<file path="src/rtl/frp_pkg.sv">
// ----------------------------------------------------------------------------
// frp_pkg
// Shared types and constants of the framed packet receiver: request and
// result payloads, frame status codes, frame marker bytes.
// ----------------------------------------------------------------------------
package frp_pkg;

  typedef logic [1:0] frp_status_t;

  localparam frp_status_t ST_NONE   = 2'd0;
  localparam frp_status_t ST_GOOD   = 2'd1;
  localparam frp_status_t ST_BADSUM = 2'd2;
  localparam frp_status_t ST_MARKER = 2'd3;

  localparam logic       FUNC_RX   = 1'b0;
  localparam logic       FUNC_READ = 1'b1;

  localparam logic [7:0] CH_S     = 8'h53;  // 'S'
  localparam logic [7:0] CH_P     = 8'h50;  // 'P'
  localparam logic [7:0] CH_D     = 8'h44;  // 'D'
  localparam logic [7:0] CH_COLON = 8'h3A;  // ':'
  localparam logic [7:0] CH_E     = 8'h45;  // 'E'

  localparam int unsigned POS_W = 17;

  typedef struct packed {
    logic       func;
    logic [7:0] rx_byte;
    logic [7:0] read_index;
    logic       release_req;
  } frp_item_t;

  typedef struct packed {
    frp_status_t frame_status;
    logic [15:0] frame_length;
    logic        truncated;
    logic        bank;
    logic        frame_ready;
    logic [7:0]  read_data;
  } frp_result_t;

  // Per-request view of the state after the request, minus the payload byte
  typedef struct packed {
    frp_status_t frame_status;
    logic [15:0] frame_length;
    logic        truncated;
    logic        bank;
    logic        frame_ready;
    logic        rd_hit;
  } frp_info_t;

endpackage

</file>
<file path="src/rtl/frp_ram.sv">
// ----------------------------------------------------------------------------
// frp_ram
// Generic single-clock RAM: one write port, one read port, registered read
// that holds its value while no read is issued.
// ----------------------------------------------------------------------------
module frp_ram #(
  parameter int WIDTH = 8,
  parameter int DEPTH = 512
) (
  input  logic                     clk,
  input  logic                     we,
  input  logic [$clog2(DEPTH)-1:0] waddr,
  input  logic [WIDTH-1:0]         wdata,
  input  logic                     re,
  input  logic [$clog2(DEPTH)-1:0] raddr,
  output logic [WIDTH-1:0]         rdata
);

  logic [WIDTH-1:0] mem [DEPTH];

  always_ff @(posedge clk) begin
    if (we) begin
      mem[waddr] <= wdata;
    end
    if (re) begin
      rdata <= mem[raddr];
    end
  end

endmodule

</file>
<file path="src/rtl/frp_deframer.sv">
// ----------------------------------------------------------------------------
// frp_deframer
// Frame parser and bank bookkeeping. Walks the byte position through the
// frame, checks markers and the additive checksum, writes payload bytes into
// the current bank and issues payload reads against the last good bank.
// ----------------------------------------------------------------------------
module frp_deframer #(
  parameter int BUF_DEPTH = 256
) (
  input  logic                           clk,
  input  logic                           rst,
  input  logic                           take,
  input  frp_pkg::frp_item_t             item,
  output logic                           mem_we,
  output logic [$clog2(BUF_DEPTH):0]     mem_waddr,
  output logic [7:0]                     mem_wdata,
  output logic                           mem_re,
  output logic [$clog2(BUF_DEPTH):0]     mem_raddr,
  output frp_pkg::frp_info_t             info
);
  import frp_pkg::*;

  localparam int AW = $clog2(BUF_DEPTH);
  localparam int IW = (AW > 8) ? AW : 8;

  logic [POS_W-1:0] position, position_next;
  logic [15:0]      length_reg, length_reg_next;
  logic [7:0]       sum_reg, sum_reg_next;
  logic             write_bank, write_bank_next;
  logic             ready_flag, ready_flag_next;
  logic [15:0]      bank_length [2];
  logic [15:0]      bank_length_next [2];

  logic [POS_W-1:0] pay_end;
  logic [POS_W-1:0] pay_idx;
  logic [7:0]       b;
  logic             adv;
  logic             fail;
  frp_status_t      status;
  logic [15:0]      len_next;
  logic [15:0]      len_cur;
  logic [IW-1:0]    ridx;

  assign b       = item.rx_byte;
  assign pay_end = POS_W'(6) + POS_W'(length_reg);
  assign pay_idx = position - POS_W'(6);

  always_comb begin
    position_next       = position;
    length_reg_next     = length_reg;
    sum_reg_next        = sum_reg;
    write_bank_next     = write_bank;
    ready_flag_next     = ready_flag;
    bank_length_next[0] = bank_length[0];
    bank_length_next[1] = bank_length[1];
    status              = ST_NONE;
    adv                 = 1'b0;
    fail                = 1'b0;
    mem_we              = 1'b0;

    if (take && item.func == FUNC_RX) begin
      priority if (position == POS_W'(0)) begin
        adv = (b == CH_S);
      end else if (position == POS_W'(1)) begin
        adv  = (b == CH_P);
        fail = (b != CH_P);
      end else if (position == POS_W'(2)) begin
        length_reg_next = {b, 8'h00};
        adv             = 1'b1;
      end else if (position == POS_W'(3)) begin
        length_reg_next = {length_reg[15:8], b};
        adv             = 1'b1;
      end else if (position == POS_W'(4)) begin
        adv  = (b == CH_D);
        fail = (b != CH_D);
      end else if (position == POS_W'(5)) begin
        adv  = (b == CH_COLON);
        fail = (b != CH_COLON);
      end else if (position < pay_end) begin
        // drop payload bytes past the bank depth, but keep summing them
        mem_we = (pay_idx < POS_W'(BUF_DEPTH));
        adv    = 1'b1;
      end else if (position == pay_end) begin
        adv  = (b == CH_E);
        fail = (b != CH_E);
      end else if (position == pay_end + POS_W'(1)) begin
        adv  = (b == CH_D);
        fail = (b != CH_D);
      end else begin
        if (b == sum_reg) begin
          bank_length_next[write_bank] = length_reg;
          write_bank_next              = ~write_bank;
          ready_flag_next              = 1'b1;
          status                       = ST_GOOD;
        end else begin
          status = ST_BADSUM;
        end
        position_next = '0;
        sum_reg_next  = '0;
      end

      if (adv) begin
        position_next = position + POS_W'(1);
        sum_reg_next  = sum_reg + b;
      end
      if (fail) begin
        position_next = '0;
        sum_reg_next  = '0;
        status        = ST_MARKER;
      end
    end else if (take && item.release_req) begin
      ready_flag_next = 1'b0;
    end
  end

  always_ff @(posedge clk) begin
    if (rst) begin
      position       <= '0;
      length_reg     <= '0;
      sum_reg        <= '0;
      write_bank     <= 1'b0;
      ready_flag     <= 1'b0;
      bank_length[0] <= '0;
      bank_length[1] <= '0;
    end else if (take) begin
      position       <= position_next;
      length_reg     <= length_reg_next;
      sum_reg        <= sum_reg_next;
      write_bank     <= write_bank_next;
      ready_flag     <= ready_flag_next;
      bank_length[0] <= bank_length_next[0];
      bank_length[1] <= bank_length_next[1];
    end
  end

  assign mem_waddr = {write_bank, pay_idx[AW-1:0]};
  assign mem_wdata = b;

  // Reads target the bank not being written; its last write lies at least
  // three requests back, so the read never meets a pending write.
  assign ridx      = IW'(item.read_index);
  assign len_cur   = bank_length[~write_bank];
  assign mem_re    = take && (item.func == FUNC_READ);
  assign mem_raddr = {~write_bank, ridx[AW-1:0]};

  assign len_next = bank_length_next[~write_bank_next];

  always_comb begin
    info.frame_status = status;
    info.frame_length = len_next;
    info.truncated    = (POS_W'(len_next) > POS_W'(BUF_DEPTH));
    info.bank         = ~write_bank_next;
    info.frame_ready  = ready_flag_next;
    info.rd_hit       = (item.func == FUNC_READ)
                        && (POS_W'(item.read_index) < POS_W'(len_cur))
                        && (POS_W'(item.read_index) < POS_W'(BUF_DEPTH));
  end

endmodule

</file>
<file path="src/rtl/frp_outq.sv">
// ----------------------------------------------------------------------------
// frp_outq
// Two-deep result path: a read-wait stage that lines up with the RAM's
// registered read, then the output register that holds a stalled result.
// ----------------------------------------------------------------------------
module frp_outq (
  input  logic                 clk,
  input  logic                 rst,
  input  logic                 take,
  input  frp_pkg::frp_info_t   info,
  input  logic [7:0]           mem_rdata,
  input  logic                 result_stall,
  output logic                 busy,
  output logic                 result_valid,
  output frp_pkg::frp_result_t result
);
  import frp_pkg::*;

  logic      s1_valid;
  frp_info_t s1_info;
  logic      s1_adv;

  assign s1_adv = !result_valid || !result_stall;
  assign busy   = s1_valid && !s1_adv;

  always_ff @(posedge clk) begin
    if (rst) begin
      s1_valid     <= 1'b0;
      result_valid <= 1'b0;
    end else begin
      if (take) begin
        s1_valid <= 1'b1;
      end else if (s1_adv) begin
        s1_valid <= 1'b0;
      end
      if (s1_adv) begin
        result_valid <= s1_valid;
      end
    end
  end

  always_ff @(posedge clk) begin
    if (take) begin
      s1_info <= info;
    end
    if (s1_adv && s1_valid) begin
      result.frame_status <= s1_info.frame_status;
      result.frame_length <= s1_info.frame_length;
      result.truncated    <= s1_info.truncated;
      result.bank         <= s1_info.bank;
      result.frame_ready  <= s1_info.frame_ready;
      result.read_data    <= s1_info.rd_hit ? mem_rdata : 8'h00;
    end
  end

endmodule

</file>
<file path="src/rtl/framed_packet_receiver_top.sv">
// ----------------------------------------------------------------------------
// framed_packet_receiver_top
// Byte-wise frame receiver with ping-pong payload banks and readback.
// ----------------------------------------------------------------------------
// One request per clock while item_stall is low; each taken request gives
// exactly one result. A request either feeds one link byte of a frame 'S' 'P'
// LEN_HI LEN_LO 'D' ':' payload 'E' 'D' CHK into the parser, or reads one
// payload byte of the last good frame. Payload lives in a single RAM of two
// banks of 2**$clog2(BUF_DEPTH) bytes with a registered read; a result passes
// the read-wait stage and then the output register. Parser state sits in
// registers updated every taken request, so back-to-back requests need no
// interlock. Results leave through an output register; item_stall rises only
// when both the read-wait stage and the output register are full and
// result_stall is high.
module framed_packet_receiver_top #(
  parameter int BUF_DEPTH = 256
) (
  input  logic                 clk,
  input  logic                 rst,
  input  logic                 item_valid,
  output logic                 item_stall,
  input  frp_pkg::frp_item_t   item,
  output logic                 result_valid,
  input  logic                 result_stall,
  output frp_pkg::frp_result_t result
);
  import frp_pkg::*;

  localparam int MAW = $clog2(BUF_DEPTH) + 1;

  logic           take;
  logic           busy;
  logic           mem_we;
  logic [MAW-1:0] mem_waddr;
  logic [7:0]     mem_wdata;
  logic           mem_re;
  logic [MAW-1:0] mem_raddr;
  logic [7:0]     mem_rdata;
  frp_info_t      info;

  assign item_stall = busy;
  assign take       = item_valid && !busy;

  frp_deframer #(
    .BUF_DEPTH(BUF_DEPTH)
  ) u_deframer (
    .clk      (clk),
    .rst      (rst),
    .take     (take),
    .item     (item),
    .mem_we   (mem_we),
    .mem_waddr(mem_waddr),
    .mem_wdata(mem_wdata),
    .mem_re   (mem_re),
    .mem_raddr(mem_raddr),
    .info     (info)
  );

  frp_ram #(
    .WIDTH(8),
    .DEPTH(1 << MAW)
  ) u_payload_ram (
    .clk  (clk),
    .we   (mem_we),
    .waddr(mem_waddr),
    .wdata(mem_wdata),
    .re   (mem_re),
    .raddr(mem_raddr),
    .rdata(mem_rdata)
  );

  frp_outq u_outq (
    .clk         (clk),
    .rst         (rst),
    .take        (take),
    .info        (info),
    .mem_rdata   (mem_rdata),
    .result_stall(result_stall),
    .busy        (busy),
    .result_valid(result_valid),
    .result      (result)
  );

endmodule

</file>
<file path="config.mk">
export PLATFORM = sky130hd
export DESIGN_NAME = framed_packet_receiver_top
export DESIGN_NICKNAME = d
export VERILOG_FILES = /design/src/rtl/frp_pkg.sv /design/src/rtl/frp_ram.sv /design/src/rtl/frp_deframer.sv /design/src/rtl/frp_outq.sv /design/src/rtl/framed_packet_receiver_top.sv
export SDC_FILE = /design/constraint.sdc
export NUM_CORES = 2
export LEC_CHECK = 0
export BUFFER_PORTS_ARGS = -buffer_cell sky130_fd_sc_hd__buf_2
export CAP_MARGIN = 20
export CORE_MARGIN = 5
export CORE_UTILIZATION = 25
export DETAILED_ROUTE_END_ITERATION = 16
export GPL_ROUTABILITY_DRIVEN = 1
export GPL_TIMING_DRIVEN = 0
export PLACE_DENSITY = 0.4
export SLEW_MARGIN = 20
export SYNTH_ARGS = -nofsm -noshare
export SYNTH_HDL_FRONTEND = slang
export SYNTH_MEMORY_MAX_BITS = 65536
export SYNTH_SLANG_ARGS = --single-unit
</file>
<file path="constraint.sdc">
create_clock -name clk -period 7.5 [get_ports clk]
set_input_delay 0.75 -clock clk [delete_from_list [all_inputs] [get_ports clk]]
set_output_delay 0.75 -clock clk [all_outputs]
set_load 0.01 [all_outputs]
</file>
Word level (Yosys, flattened, before mapping)
Memories as Yosys holds them, arrays and structs flattened. A register that Yosys moved wholly into a read port is not among the register bits.
Index checks and enable logic that the tools add are counted.
- register bits after elaboration: 96
- bits in latches: 0
- RAM bits: 4128
- ROM bits: 0
- input bits: 22
- output and inout bits: 31
- logic and storage cells: 202
- memories kept: 2
- add/sub/neg operators: 5
- $mul: 0
- divide/modulo/power cells: 0
- order comparisons: 7
- equality and inequality tests: 26
- shifts and indexed selects: 0
- multiplexer cells: 114
- bitwise gates (word level): 9
- reduce and logical (&&, ||, !) cells: 19
- memory list (memory ; words ; width ; rd ports ; clocked after Yosys merged registers in ; wr ports ; RTL line ; RTL):
    u_payload_ram.mem ; 512 ; 8 ; 1 ; 1 ; 1 ; frp_ram.sv:19 ; logic [WIDTH-1:0] mem [DEPTH];
    u_deframer.bank_length ; 2 ; 16 ; 3 ; 0 ; 2 ; frp_deframer.sv:31 ; logic [15:0] bank_length [2];
- operators with widths (operator ; count):
    $mux W32 ; 11
    $mux W17 ; 11
    $mux W16 ; 7
    $mux W8 ; 12
    $mux W1 ; 60
    $add A17 B1 Y17 const B ; 2
    $eq A17 B17 Y1 ; 2
    $eq A17 B2 Y1 const B ; 2
    $eq A17 B3 Y1 const B ; 2
    $bwmux W32 ; 1
    $eq A8 B7 Y1 const B ; 4
    $ne A3 B3 Y1 const B ; 9
    $ne A8 B7 Y1 const B ; 3
    $mux W2 ; 11
    $add A3 B16 Y17 const A ; 1
    $eq A17 B1 Y1 const B ; 1
    $logic_not A17 Y1 ; 1
    $lt A17 B17 Y1 ; 1
    $lt A17 B9 Y1 const B ; 1
    $sub A17 B3 Y17 const B ; 1
    $demux W16 S1 ; 1
    $gt A16 B9 Y1 const B ; 1
    $lt A8 B16 Y1 ; 1
    $reduce_and A11 Y1 ; 1
    other kinds (14) ; 33

Longest topological paths before layout
- depth after elaboration: 21
- gate-level depth with buffers: 20
- mapped depth without buffers: 16

Hierarchy
From an unflattened synthesis, not the netlist that was laid out.
- cell total of the unflattened synthesis: 8926
- area total of the unflattened synthesis: 168695.5 sq um
- modules (own cells, without submodules) (module ; instances ; cells an instance ; area each (sq um) ; seq. area each (sq um)):
    frp_ram ; 1 ; 8030 ; 160007.2 ; 123238.2
    frp_deframer ; 1 ; 828 ; 7020.5 ; 1821.7
    frp_outq ; 1 ; 67 ; 1654.1 ; 1571.5
    framed_packet_receiver_top ; 1 ; 1 ; 13.8 ; 0.0

Worst setup path after synthesis
No wires, ideal clock.
- path kind: register -> register
- start point: reg u_deframer.length_reg[2]
- end point: mem u_payload_ram.mem[459][0] (enable)
- library setup time: 0.371 ns
- arrival: 4.032 ns
- data required time: 7.129 ns
- path slack: 3.097 ns
- stages on the path, launching flop included: 19
- path buffers: 4
- clock period less this slack: 4.403 ns
- cell sequence: dfxtp_1 > clkbuf_1 > inv_1 > ha_1 > buf_2 > buf_2 > nor4_2 > xor2_1 > inv_2 > ha_1 > a21o_1 > a21o_1 > a21oi_1 > o21ai_0 > a2111oi_0 > and2_1 > nand2_1 > clkbuf_1 > nor2_1
- cells in the longest elaborated chain, start to end: 12
- RTL lines (what ; RTL line ; RTL):
    start, declared ; frp_deframer.sv:27 ; logic [15:0] length_reg, length_reg_next;
    start signal, assigned ; frp_deframer.sv:127 ; length_reg <= length_reg_next;
    $add A3 B16 Y17 ; frp_deframer.sv:45 ; assign pay_end = POS_W'(6) + POS_W'(length_reg);
    $lt A17 B17 Y1 ; frp_deframer.sv:79 ; end else if (position < pay_end) begin
    $mux W1 ; frp_deframer.sv:79 ;
    $mux W1 ; frp_deframer.sv:76 ; end else if (position == POS_W'(5)) begin
    $mux W1 ; frp_deframer.sv:73 ; end else if (position == POS_W'(4)) begin
    $mux W1 ; frp_deframer.sv:70 ; end else if (position == POS_W'(3)) begin
    $mux W1 ; frp_deframer.sv:67 ; end else if (position == POS_W'(2)) begin
    $mux W1 ; frp_deframer.sv:64 ; end else if (position == POS_W'(1)) begin
    $mux W1 ; frp_deframer.sv:62 ; priority if (position == POS_W'(0)) begin
    $mux W1 ; frp_deframer.sv:61 ; if (take && item.func == FUNC_RX) begin
    $mux W1 ; frp_ram.sv:22 ; if (we) begin
    $mux W1 (not written as such) ; frp_ram.sv:23 ; mem[waddr] <= wdata;
    end, declared ; frp_ram.sv:19 ;
No other way between the ends.

Worst setup path after layout
- start point: reg u_deframer.length_reg[1]
- end point: mem u_payload_ram.mem[282][1] (enable)
Same word-level chain as after synthesis.

==> reports/metrics.yaml <==
outcome:
  outcome: "finished clean"
setup_path:
  cp_slowest_stage_delay_ps: 840
  crit_type: "reg -> reg"
  r2r.worst_path.cells: 17
  path_cells: "inv_1, ha_1, buf_2, buf_2, nor4_2, xor2_1, inv_2, ha_1, a21o_1, a21o_1, a21oi_1, o21ai_0, a2111oi_1, and2_1, nand2_1, clkbuf_4, nor2_1"
  cp.arrival_ps: 7820
  cp_data_required_time_ps: 8080
  cp_max_fo: 10
  ff2ff_setup_slack_ps: 260
  end_kind: "flip-flop"
  r2r_start: "u_deframer.length_reg[1]$_SDFFE_PP0P_"
  r2r_end: "u_payload_ram.mem[282][1]$_DFFE_PP_"
  cp-start-kind: "flip-flop"
  cpMaxStageDelayCell: "nor2_1"
timing:
  setup-tns-final_ps: 0
  finalMaxSlewViolations: 0
  setup_viol: 0
  fin_skew_ps: 116.9
  tightest_slew_ps: 1218
  hold_viol: 0
  fmax_ghz: 0.1382
  worst_slew_margin_rel_pct: 18.77
  fin_crit_sh_pct: 96.47
  period_needed_ps: 7235
  rsz0062_at_grt: "true"
grt:
  grt_pass1_vias: 83071
  grt_pass1_wl_mm: 748.0
  antenna_found_initial: 71
  track_usage_pct: 16.04
  overflow: 0
  grt_max_degree: 113
clock_network:
  clk_latency_ps: 1080
  cts_tree: "yes"
  htree_levels: 5
  cts_sinks: 4232
  cts.path.max_buffers: 4
  clkTransAtPathRegs_ps: 60
  cts-root-buf: "clkbuf_16"
  cts_made_buffers: 462
placed_design:
  dp_hpwl_mm: 397.6
  gp_congestion: 0.8189
  port_buffers: 51
route:
  drc: 0
  dr.pass1.iters: 5
  vias: 80605
  wire_per_inst_um: 32.78
  antenna_left: 0
  via_per_inst: 4.716
  wl_mm: 560.4
  drt_iter0_markers: 8910
yosys:
  ys_types: 77
  ys.warnings.count: 0
  synth-seq-cells: 4232
  async_flop_share_pct: 0
  seq_area_frac_synth_pct: 76.32
  netlist_area_sq_um: 165900
  synthCells: 7300
  synth_edf_count: 4187
  synth.avg_cell_area_sq_um: 22.73
  synth_ff_type: "edfxtp_1"
  synth_nets: 7361
die:
  core-area_sq_um: 662200
  pin_count: 53
  fp.dieH_um: 824.7
  die_area_sq_um: 680100
  start_util_pct: 25.06
  die_w_um: 824.7
  rows: 299
min_path:
  hold_path.class: "in -> reg"
  whs_path_depth: 1
  hold_end: "u_payload_ram.mem[226][3]$_DFFE_PP_"
  hold_path_startpoint: "item[12]"
final_layout:
  layout-area-overhead-vs-synth_pct: 18.13
  top_register: "u_payload_ram.mem"
  reg_top3: "u_payload_ram.mem x4096, u_deframer.bank_length x32, u_outq.result x29"
  drive_above_1_share_pct: 30.56
  fin_nets: 8028
  largest_register_ffs: 4096
pwr:
  power_uw: 52190
  p_per_area_nw_per_um2: 266.3
  ir_worst_vdd_mv: 0.2095
  leakagePower_uw: 0.05903
flow_run:
  drv_cap: 0
==> worst max-delay path by stage <==
stage	from	end	slack, ps	depth (start not counted)
detailed placement	u_deframer.length_reg[2]$_SDFFE_PP0P_	u_payload_ram.mem[399][3]$_DFFE_PP_	100	19
finish	u_deframer.length_reg[1]$_SDFFE_PP0P_	u_payload_ram.mem[282][1]$_DFFE_PP_	260	17
CTS	u_deframer.length_reg[2]$_SDFFE_PP0P_	u_payload_ram.mem[399][4]$_DFFE_PP_	30	19
floorplan	u_deframer.length_reg[2]$_SDFFE_PP0P_	u_payload_ram.mem[459][0]$_DFFE_PP_	3100	18
global route	u_deframer.length_reg[2]$_SDFFE_PP0P_	u_payload_ram.mem[244][1]$_DFFE_PP_	-50	18
global placement	item[9]	u_deframer.position[14]$_SDFFE_PP0P_	-5030	8
==> per-layer routing <==
layer | share of wire (%) | GRT usage (%) | vias up
met5 | 0.013 | 0 | -
met4 | 2.7 | 3.823 | 10
met3 | 6.5 | 3.140 | 619
met2 | 49 | 27.15 | 2723
met1 | 42 | 21.27 | 44904
li1 | - | - | 32349
==> synthesized netlist by cell type (10+ instances only) <==
library cell	count	area share [%]
and2_1	23	0.087
ha_1	38	0.29
nand3_1	26	0.078
buf_2	36	0.11
xor2_1	23	0.12
clkbuf_1	317	0.72
dfxtp_1	45	0.54
a21oi_1	39	0.12
mux2i_1	54	0.33
edfxtp_1	4187	76
nand2_1	162	0.37
mux4_2	1360	18
inv_1	24	0.054
o21ai_0	24	0.072
buf_1	83	0.19
nand4_1	26	0.098
xnor2_1	25	0.13
mux2_2	18	0.12
nor4_1	11	0.041
or3_1	15	0.057
a211oi_1	10	0.045
a31oi_1	11	0.041
nor3_1	15	0.045
nor2_1	573	1.3
nor2b_1	12	0.045
==> final cells by class <==
type | instances | area (sq um)
Antenna cell | 22 | 55.05
Tap cell | 8729 | 10920
Clock inverter | 267 | 2715
Clock buffer | 572 | 11970
Timing Repair Buffer | 203 | 3825
Sequential cell | 4232 | 126600
Fill cell | 64165 | 466200
Buffer | 444 | 2041
Multi-Input combinational cell | 2598 | 37750
Inverter | 26 | 97.59
==> repair_timing <==
| item | CTS | global route |
|---|---|---|
| setup endpoints to repair | 0 | 2398 |
| hold endpoints to repair | 3 | 0 |
| setup buffers | 0 | 0 |
| hold buffers | 3 | 0 |
| gates resized for setup | 0 | 69 |
==> worst max-delay path, delay by kind of cell, from the launching register on <==
kind	cells	cell delay, ps
AND/OR/NAND/NOR	4	2380
buffers and inverters	5	1430
AO/OA/AOI/OAI	5	1300
flip-flops	1	640
adder cells (fa/ha/maj)	2	540
XOR/XNOR	1	420
==> power by group <==
group	leakage, uW	internal [uW]	switching, uW
clock	0.00712	12700	9660
sequential	0.0381	26000	35.5
combinational	0.0138	1250	2520
total	0.0590	40000	12200
==> cell usage in the layout (no fill, tap or decap), drive strengths merged, types with 25 or more instances in the layout <==
cell	count
a21oi	39
buf	316
bufinv	39
clkbuf	900
clkinv	199
dfxtp	45
edfxtp	4187
ha	38
inv	41
mux2i	54
mux4	1360
nand2	162
nand3	26
nand4	28
nor2	574
o21ai	25
xnor2	25
==> kinds of logic after synthesis <==
logic type,share of synthesized area (%)
AO/OA/AOI/OAI,0.6440
AND/OR/NAND/NOR,2.408
flip-flops,76.32
multiplexers,18.91
XOR/XNOR,0.3092
adder cells (fa/ha/maj),0.2986
buffers and inverters,1.111
==> through the flow <==
stage | cells | cell area (sq um) | setup slack, ps | hold slack (ps) | utilization [%]
floorplan | 7300 | 165900 | 3097 | 400.3 | -
global placement | 16080 | 177100 | -5033 | 407.5 | 26.75
detailed placement | 16227 | 181000 | 97.01 | 406.3 | 27.33
CTS | 17069 | 195700 | 32.96 | 38.70 | 29.56
global route | 17076 | 196000 | -45.02 | 84.01 | 29.59
finish | 17093 | 196000 | 264.5 | 132.6 | 29.60
Power figures use the tool's default switching activity.
